$ cat src/rtl/sida_pkg.sv
package sida_pkg;

  localparam int ValueW       = 32;
  localparam int NumDigits    = 10;
  localparam int DigitW       = 4;
  localparam int BcdW         = NumDigits * DigitW;
  localparam int BitsPerStage = 4;
  localparam int NumStages    = ValueW / BitsPerStage;
  localparam int IdxW         = 4;
  localparam int CharW        = 8;

  localparam logic [IdxW-1:0]  LastIdx    = IdxW'(NumDigits - 1);
  localparam logic [CharW-1:0] AsciiZero  = 8'd48;
  localparam logic [CharW-1:0] AsciiMinus = 8'd45;

  // One converted number: sign, ten BCD digits (most significant at the top)
  // and the index of the first digit to be shown.
  typedef struct packed {
    logic            neg;
    logic [BcdW-1:0] bcd;
    logic [IdxW-1:0] first;
  } digits_t;

  // One shift-and-add-three step: correct every digit of five or more, then
  // shift the next binary bit in at the bottom.
  function automatic logic [BcdW-1:0] dabble_bit(input logic [BcdW-1:0] bcd,
                                                 input logic            b);
    logic [BcdW-1:0] adj;
    adj = bcd;
    for (int d = 0; d < NumDigits; d++) begin
      if (adj[d*DigitW +: DigitW] >= 4'd5) begin
        adj[d*DigitW +: DigitW] = adj[d*DigitW +: DigitW] + 4'd3;
      end
    end
    return {adj[BcdW-2:0], b};
  endfunction

  function automatic logic [BcdW-1:0] dabble_group(
      input logic [BcdW-1:0]         bcd,
      input logic [BitsPerStage-1:0] bits);
    logic [BcdW-1:0] acc;
    acc = bcd;
    for (int k = BitsPerStage - 1; k >= 0; k--) begin
      acc = dabble_bit(acc, bits[k]);
    end
    return acc;
  endfunction

  // Digit index 0 is the most significant position.
  function automatic logic [DigitW-1:0] digit_at(input logic [BcdW-1:0] bcd,
                                                 input logic [IdxW-1:0] idx);
    logic [DigitW-1:0] dig;
    dig = '0;
    for (int i = 0; i < NumDigits; i++) begin
      if (idx == IdxW'(i)) begin
        dig = bcd[BcdW-1-i*DigitW -: DigitW];
      end
    end
    return dig;
  endfunction

  // First nonzero digit; the units digit is always shown.
  function automatic logic [IdxW-1:0] first_digit(input logic [BcdW-1:0] bcd);
    logic [IdxW-1:0] first;
    first = LastIdx;
    for (int i = NumDigits - 1; i >= 0; i--) begin
      if (digit_at(bcd, IdxW'(i)) != '0) begin
        first = IdxW'(i);
      end
    end
    return first;
  endfunction

endpackage

$ cat src/rtl/signed_int_to_decimal_ascii.sv
// Channel   Ports                              Direction  Moves
// value     value_valid, value_stall, value    in         one 32-bit signed request
// char      char_valid, char_stall,            out        one ASCII character
//           ascii_char, last_char
//
// A request passes through the BCD pipeline and the serialiser to the output
// register and leaves as one to eleven characters, one per cycle while
// char_stall is low; the output port therefore sets the sustained request
// rate. Up to twelve requests are held in flight in the BCD pipeline and the
// serialiser. Reset clears every valid bit. A stall on the output holds the
// character in place and backs up through the pipeline, filling empty stages
// before value_stall is raised.
module signed_int_to_decimal_ascii (
  input  logic                               clk,
  input  logic                               rst,
  input  logic                               value_valid,
  output logic                               value_stall,
  input  logic signed [sida_pkg::ValueW-1:0] value,
  output logic                               char_valid,
  input  logic                               char_stall,
  output logic [sida_pkg::CharW-1:0]         ascii_char,
  output logic                               last_char
);

  logic              up_ready;
  logic              mid_valid;
  logic              mid_ready;
  sida_pkg::digits_t mid_item;

  assign value_stall = !up_ready;

  sida_bcd_pipe u_bcd_pipe (
    .clk      (clk),
    .rst      (rst),
    .up_valid (value_valid),
    .up_ready (up_ready),
    .value    (value),
    .dn_valid (mid_valid),
    .dn_ready (mid_ready),
    .item     (mid_item)
  );

  sida_serial u_serial (
    .clk        (clk),
    .rst        (rst),
    .up_valid   (mid_valid),
    .up_ready   (mid_ready),
    .item       (mid_item),
    .char_valid (char_valid),
    .char_stall (char_stall),
    .ascii_char (ascii_char),
    .last_char  (last_char)
  );

  a_char_code: assert property (@(posedge clk) disable iff (rst)
    char_valid |-> (ascii_char == sida_pkg::AsciiMinus) ||
                   ((ascii_char >= sida_pkg::AsciiZero) &&
                    (ascii_char <= sida_pkg::AsciiZero + 8'd9)))
    else $error("character outside the minus sign and digits");

  a_minus_not_last: assert property (@(posedge clk) disable iff (rst)
    (char_valid && (ascii_char == sida_pkg::AsciiMinus)) |-> !last_char)
    else $error("minus sign marked as the last character");

  a_quiet_after_reset: assert property (@(posedge clk)
    rst |=> !char_valid)
    else $error("character offered straight after reset");

  a_no_minus_after_digit: assert property (@(posedge clk) disable iff (rst)
    (char_valid && !char_stall && !last_char && (ascii_char != sida_pkg::AsciiMinus))
    |=> !(char_valid && (ascii_char == sida_pkg::AsciiMinus)))
    else $error("minus sign inside a number");

endmodule

$ cat src/rtl/sida_bcd_pipe.sv
module sida_bcd_pipe (
  input  logic                               clk,
  input  logic                               rst,
  input  logic                               up_valid,
  output logic                               up_ready,
  input  logic signed [sida_pkg::ValueW-1:0] value,
  output logic                               dn_valid,
  input  logic                               dn_ready,
  output sida_pkg::digits_t                  item
);

  localparam int LastStage = sida_pkg::NumStages + 1;

  // Stage 0 takes the magnitude, stages 1 to NumStages shift four bits each
  // into the BCD register, and the last stage finds the leading digit.
  logic [LastStage:0]            v;
  logic [LastStage+1:0]          rdy;
  logic [sida_pkg::NumStages:0]  neg;
  logic [sida_pkg::BcdW-1:0]     bcd [sida_pkg::NumStages+1];
  logic [sida_pkg::ValueW-1:0]   bin [sida_pkg::NumStages+1];
  logic [sida_pkg::ValueW-1:0]   mag;

  assign mag = value[sida_pkg::ValueW-1] ? (~value + 1'b1) : value;

  // A stage may load when it is empty or its contents move on this cycle.
  always_comb begin
    rdy[LastStage+1] = dn_ready;
    for (int i = LastStage; i >= 0; i--) begin
      rdy[i] = !v[i] || rdy[i+1];
    end
  end

  always_ff @(posedge clk) begin
    if (rst) begin
      v <= '0;
    end else begin
      if (rdy[0]) begin
        v[0] <= up_valid;
      end
      for (int i = 1; i <= LastStage; i++) begin
        if (rdy[i]) begin
          v[i] <= v[i-1];
        end
      end
    end
  end

  always_ff @(posedge clk) begin
    if (rdy[0]) begin
      neg[0] <= value[sida_pkg::ValueW-1];
      bcd[0] <= '0;
      bin[0] <= mag;
    end
    for (int i = 1; i <= sida_pkg::NumStages; i++) begin
      if (rdy[i]) begin
        neg[i] <= neg[i-1];
        bcd[i] <= sida_pkg::dabble_group(bcd[i-1],
                    bin[i-1][sida_pkg::ValueW-1 -: sida_pkg::BitsPerStage]);
        bin[i] <= bin[i-1] << sida_pkg::BitsPerStage;
      end
    end
    if (rdy[LastStage]) begin
      item.neg   <= neg[sida_pkg::NumStages];
      item.bcd   <= bcd[sida_pkg::NumStages];
      item.first <= sida_pkg::first_digit(bcd[sida_pkg::NumStages]);
    end
  end

  assign up_ready = rdy[0];
  assign dn_valid = v[LastStage];

endmodule

$ cat src/rtl/sida_serial.sv
module sida_serial (
  input  logic                         clk,
  input  logic                         rst,
  input  logic                         up_valid,
  output logic                         up_ready,
  input  sida_pkg::digits_t            item,
  output logic                         char_valid,
  input  logic                         char_stall,
  output logic [sida_pkg::CharW-1:0]   ascii_char,
  output logic                         last_char
);

  sida_pkg::digits_t           cur;
  logic                        cur_v;
  logic                        sign_pend;
  logic [sida_pkg::IdxW-1:0]   idx;
  logic                        load_out;
  logic                        issue;
  logic                        is_last;
  logic                        done;
  logic                        take;
  logic [sida_pkg::CharW-1:0]  char_next;

  assign load_out = !char_valid || !char_stall;
  assign issue    = cur_v && load_out;
  assign is_last  = !sign_pend && (idx == sida_pkg::LastIdx);
  assign done     = issue && is_last;
  // The next number is taken in the cycle its predecessor's last character
  // goes out, so numbers follow each other without a gap.
  assign up_ready = !cur_v || done;
  assign take     = up_valid && up_ready;

  assign char_next = sign_pend ? sida_pkg::AsciiMinus
                               : sida_pkg::AsciiZero +
                                 {4'b0000, sida_pkg::digit_at(cur.bcd, idx)};

  always_ff @(posedge clk) begin
    if (rst) begin
      cur_v      <= 1'b0;
      char_valid <= 1'b0;
    end else begin
      if (load_out) begin
        char_valid <= cur_v;
      end
      if (take) begin
        cur_v <= 1'b1;
      end else if (done) begin
        cur_v <= 1'b0;
      end
    end
  end

  always_ff @(posedge clk) begin
    if (issue) begin
      ascii_char <= char_next;
      last_char  <= is_last;
    end
    if (take) begin
      cur       <= item;
      sign_pend <= item.neg;
      idx       <= item.first;
    end else if (issue) begin
      if (sign_pend) begin
        sign_pend <= 1'b0;
      end else begin
        idx <= idx + 1'b1;
      end
    end
  end

endmodule
$ cat config.mk
export PLATFORM = sky130hd
export DESIGN_NAME = signed_int_to_decimal_ascii
export DESIGN_NICKNAME = d
export VERILOG_FILES = /design/src/rtl/sida_pkg.sv /design/src/rtl/signed_int_to_decimal_ascii.sv /design/src/rtl/sida_bcd_pipe.sv /design/src/rtl/sida_serial.sv
export SDC_FILE = /design/constraint.sdc
export NUM_CORES = 1
export LEC_CHECK = 0
export ABC_AREA = 1
export BUFFER_PORTS_ARGS = -buffer_cell sky130_fd_sc_hd__buf_4
export CORE_MARGIN = 5
export CORE_UTILIZATION = 30
export CTS_CLUSTER_DIAMETER = 80
export DETAILED_ROUTE_END_ITERATION = 7
export GPL_TIMING_DRIVEN = 1
export PLACE_DENSITY = 0.48
export SLEW_MARGIN = 0
export SYNTH_ARGS = -nofsm -noshare
export SYNTH_HDL_FRONTEND = slang
export SYNTH_SLANG_ARGS = --single-unit
$ cat constraint.sdc
create_clock -name clk -period 8.8 [get_ports clk]
set_clock_uncertainty 0.05 [all_clocks]
set_input_delay 0.44 -clock clk [delete_from_list [all_inputs] [get_ports clk]]
set_output_delay 0.44 -clock clk [all_outputs]
set_load 0.01 [all_outputs]
Yosys cells after proc, flatten, opt, wreduce, memory -nomap -nowiden. Memories as Yosys holds them, arrays and structs flattened. Index checks and enable logic that the tools add are counted. W data, S select, Z words.

Input port bits: 36. Bits in writable memories: 648. Output and inout port bits: 11. Memories: 2. Flip-flop bits (word level): 120.

Order comparisons: 320. Muxes and demuxes: 693. Equal/unequal tests: 10. Reduce and logical (&&, ||, !) cells: 47. Add/subtract/negate cells: 323. Bitwise gates (word level): 1.

Memories: u_bcd_pipe.bcd (words 9, width 40, read ports 9, clocked after memory_dff 0, wr ports 9, RTL line sida_bcd_pipe.sv:19) `logic [sida_pkg::BcdW-1:0] bcd [sida_pkg::NumStages+1];`; u_bcd_pipe.bin (words 9, width 32, read ports 8, clocked after memory_dff 0, wr ports 9, RTL line sida_bcd_pipe.sv:20) `logic [sida_pkg::ValueW-1:0] bin [sida_pkg::NumStages+1];`.

Operators by type and width (count): $mux W4 (598); $ge A4 B3 Y1 const B (320); $add A4 B2 Y4 const B (288); $mux W3 (68); $add A3 B2 Y3 const B (32); $reduce_bool A4 Y1 (9); $add A32 B1 Y32 const B (1); $mux W32 (1); $not A32 Y32 (1); $mux W1 (24); $eq A4 B3 Y1 const B (4); $logic_not A1 Y1 (15); $logic_or A1 B1 Y1 (12); $eq A4 B2 Y1 const B (2); $eq A4 B4 Y1 const B (2); $reduce_or A8 Y1 (1); $add A6 B4 Y7 const A (1); $add A4 B1 Y4 const B (1); $eq A4 B1 Y1 const B (1); $logic_and A1 B1 Y1 (4); $logic_not A4 Y1 (1); $mux W2 (2); $reduce_bool A2 Y1 (2); $reduce_or A4 Y1 (1); 3 further kinds (3).

Longest topological paths before layout.
Depth in word-level cells: 24. Depth in mapped cells: 27.

Modules after synthesis. From an unflattened synthesis, not the netlist that was laid out.

Cell total of the unflattened synthesis: 3751. Area total of the unflattened synthesis: 30439.2 um2.

Modules (own cells, without submodules): sida_bcd_pipe (sequential area each 11701.2 um2, area each 28005.6 um2, cells an instance 3518, instances 1); sida_serial (sequential area each 1571.5 um2, area each 2429.8 um2, cells an instance 232, instances 1); signed_int_to_decimal_ascii (sequential area each 0.0 um2, area each 3.8 um2, cells an instance 1, instances 1).

Worst setup path after synthesis. No wires, ideal clock.

Kind: register to output. Start point: reg u_serial.idx[0] in the netlist's numbering. End point: out value_stall. Arrival: 5830 ps. Stages on the path, launching flop included: 15. Path slack: 2480 ps. Buffers on the path: 0. Path through: edfxtp_1 ha_1 inv_1 nor3_1 inv_2 nor2_1 nand2_1 nand2_1 inv_1 nand3_1 nor2_2 nand4_1 nor2_2 nand4_1 inv_1.

Word-level cells in the longest chain between the ends: 15.

Ends and longest elaborated chain: start, declared (RTL line sida_serial.sv:16) `logic [sida_pkg::IdxW-1:0] idx;`; start signal, assigned (RTL line sida_serial.sv:61) `idx <= item.first;`; start signal, assigned (RTL line sida_serial.sv:66) `idx <= idx + 1'b1;`; $eq A4 B4 Y1 (RTL line sida_serial.sv:26) `assign is_last = !sign_pend && (idx == sida_pkg::LastIdx);`; $logic_and A1 B1 Y1 (RTL line sida_serial.sv:26); named net u_serial.is_last (RTL line sida_serial.sv:19) `logic is_last;`; $logic_and A1 B1 Y1 (RTL line sida_serial.sv:27) `assign done = issue && is_last;`; $logic_or A1 B1 Y1 (RTL line sida_serial.sv:30) `assign up_ready = !cur_v || done;`; $logic_or A1 B1 Y1 (2 in a row) (RTL line sida_bcd_pipe.sv:29) `rdy[i] = !v[i] || rdy[i+1];`; named net u_bcd_pipe.rdy[8] (RTL line sida_bcd_pipe.sv:17) `logic [LastStage+1:0] rdy;`; $logic_or A1 B1 Y1 (4 in a row) (RTL line sida_bcd_pipe.sv:29); named net u_bcd_pipe.rdy[4] (RTL line sida_bcd_pipe.sv:17); $logic_or A1 B1 Y1 (4 in a row) (RTL line sida_bcd_pipe.sv:29); $logic_not A1 Y1 (RTL line signed_int_to_decimal_ascii.sv:30) `assign value_stall = !up_ready;`; end, declared (RTL line signed_int_to_decimal_ascii.sv:17) `output logic value_stall,`.

The timed path passes the listed nets, and every way through them passes these cells.

Worst setup path in the final report.
Start point: reg u_serial.idx[1] in the netlist's numbering. End point: out value_stall.

The elaborated chain is that of the path after synthesis.

==> metrics.yaml <==
critical_path:
  cpPeakStageDelay_ps: 440
  crit_chain: "inv_1 -> ha_1 -> inv_1 -> nor3_1 -> inv_2 -> nor2_1 -> nand2_1 -> nand2_1 -> inv_1 -> nand3_2 -> buf_4 -> nor2_2 -> nand4_1 -> buf_4 -> nor2_2 -> nand4_1 -> buf_4 -> inv_1 -> buf_4"
  startpoint: "u_serial.idx[1]$_DFFE_PP_"
  path_max_fanout: 43
  critPathArrivalTime_ps: 4460
  cp-start-kind: "flip-flop"
  crit_required_ps: 8310
  cp-end-kind: "output port"
  criticalPathCategory: "flip-flop to output port"
  slowest_stage: "nor3_1"
  r2r_start: "u_serial.idx[1]$_DFFE_PP_"
synth:
  async_flop_share_pct: 0
  yosysSeqAreaShare_pct: 44.8
  netlist_area_mm2: 0.0296
  avgSynthCellArea_um2: 7.87
  synth_cells: 3760
  synth_ff_type: "edfxtp_1"
  yosys_register_bits: 446
  synth_cell_types: 46
  synth_edf_count: 434
  yosys_warnings: 0
drt:
  wire_per_inst_um: 9.63
  drt-total-wl_um: 50000
  drtIter0Drc: 875
  vias: 22498
  drc: 0
  viasPerCell: 4.34
  ant_nets: 0
  drt_first_pass_iters: 6
finish:
  layout_common_cells: "1327 x nand2_1, 652 x inv_1, 434 x edfxtp_1"
  n_antenna_cell: 0
  drive_gt1_share_pct: 7.56
  area_delta_synth_final_pct: 13.0
  final_common_cell: "nand2_1"
  layout.nets: 4048
sta:
  slew_violations: 0
  finalHoldViolCount: 0
  rsz0062_at_grt: "false"
  fin_setup_tns_ps: 0
  worst_slew_pin_slew_ps: 1050
  final-setup-viol-count: 0
  fmax_ghz: 0.202
  fin_crit_sh_pct: 56.3
  slew_headroom_pct: 29.9
  period_needed_ps: 4950
clock_tree:
  h-tree-depth: 2
  cts_buffer_depth: 3
  cts_sinks: 446
  cts_buffers: 52
  clock_latency_ps: 610
  cts_tree: "built"
  ctsRootBufferMaster: "clkbuf_16"
  clk_pin_slew_ps: 60
  ctsResizeCount: 0
place:
  gp_congestion: 0.762
  dpl.hpwl_um: 39200
  port_buffers: 43
grt:
  antenna_found_initial: 0
  track_usage_pct: 9.61
  grt_max_degree: 47
  grt_pass1_vias: 20961
  grt_pass1_wl_um: 89000
  gr-total-overflow: 0
outcome:
  status: "complete, no violations"
die:
  initial_utilization_pct: 30.2
  ioPinCount: 47
  die_height_um: 324
  coreArea_mm2: 0.0981
  fp.dieW_um: 324
  dieArea_mm2: 0.105
  rows: 115
hold_path:
  min_from: "value[30]"
  hp-class: "primary input to flip-flop"
flow_run:
  cap_viol_max_count: 0
==> area by class of cell <==
type	instances	area, um^2
inverter	658	2470
clock inverter	38	527
multi-input combinational	2649	13800
tap	1287	1610
timing repair buffer	53	403
fill	10258	64700
clock buffer	58	1320
sequential	446	13300
==> stage by stage <==
step / hold WS [ps] / setup WS [ps] / std cells / instance area (um^2) / utilization [%]
6_report: 80.1 / 3850 / 5189 / 33400 / 34.1
5_1_grt: 43.2 / 3200 / 5189 / 33400 / 34.1
4_1_cts: 23.2 / 3680 / 5189 / 33400 / 34.1
3_5_place_dp: 355 / 4370 / 5091 / 31600 / 32.2
3_3_place_gp: 351 / 4340 / 5091 / 31600 / 32.2
2_1_floorplan: 350 / 2480 / 3761 / 29600 / -
==> logic make-up (layout without fill, tap and decap cells) <==
family | after synthesis | after routing | synth area share [%]
multiplexers | 3 | 3 | 0.101
AND/OR/NAND/NOR | 2094 | 2094 | 31.1
flip-flops | 446 | 446 | 44.8
XOR/XNOR | 118 | 118 | 3.59
adder cells (fa/ha/maj) | 152 | 152 | 6.42
AO/OA/AOI/OAI | 279 | 279 | 5.43
other | 2 | 3 | 0.0254
buffers and inverters | 666 | 807 | 8.50
==> worst max-delay path, delay by kind of cell, from the launching register on <==
family,cells,cell delay [ps]
buffers and inverters,9,1910
adders and majority gates,1,180
DFF,1,430
and+or+nand+nor,9,1290
==> path summary, 6_finish.rpt <==
path	end	slack (ps)	depth (start not counted)
worst min-delay path	u_bcd_pipe.bin[0][31]$_SDFFCE_PN0N_	80	2
worst min register to register	u_serial.cur[4]$_DFFE_PP_	360	0
worst max-delay path	value_stall	3850	19
worst max register to register	u_bcd_pipe.bcd[0][131]$_DFFE_PP_	4530	17
==> layer usage <==
| layer | global-route usage, % | part of all wire [%] | up-vias |
|---|---|---|---|
| li1 | - | - | 12491 |
| met2 | 18.3 | 50 | 133 |
| met5 | 0 | 0 | - |
| met3 | 1.45 | 2.6 | 70 |
| met4 | 2.69 | 2.4 | 0 |
| met1 | 11.2 | 45 | 9804 |
==> Yosys cell counts, types with 2 or more instances <==
library cell	n	area, um^2
a21boi_0	4	30.0
a21o_1	19	143
a21oi_1	43	215
a31o_2	7	61.3
a31oi_1	3	18.8
and2_1	15	93.8
buf_4	4	30.0
clkbuf_1	3	11.3
conb_1	2	7.51
dfxtp_1	12	240
edfxtp_1	434	13000
ha_1	152	1900
inv_1	652	2450
inv_2	6	22.5
mux2i_1	3	30.0
nand2_1	1328	4980
nand2_2	80	500
nand3_1	384	1920
nand3_2	37	370
nand3b_1	12	90.1
nand4_1	110	688
nor2_1	94	353
nor2_2	3	18.8
nor3_1	14	70.1
nor4_1	11	68.8
o211ai_1	9	67.6
o21ai_0	105	526
o21ai_1	54	270
o21ai_2	12	105
o21bai_1	9	67.6
o22ai_1	6	37.5
o31ai_1	2	15.0
or2_1	2	12.5
or2_2	3	18.8
xnor2_1	24	210
xnor2_2	2	32.5
xor2_1	90	788
xor2_2	2	32.5
==> registers in the layout (all words and copies together), names as in the netlist <==
register             cells
u_bcd_pipe.bcd         185
u_bcd_pipe.bin         144
u_bcd_pipe.item         45
u_bcd_pipe.neg           9
u_bcd_pipe.v            10
u_serial.ascii_char      5
u_serial.char_valid      1
u_serial.cur            40
u_serial.cur_v           1
u_serial.idx             4
u_serial.last_char       1
u_serial.sign_pend       1
==> timing repair <==
item / in CTS / in global routing
hold endpoints to repair: 2 / 0
setup buffers: 0 / 0
hold buffers: 2 / 0
Power is left out: the tool's default activity adds up to more than one toggle a clock period on the data nets, which glitch-free logic cannot reach.
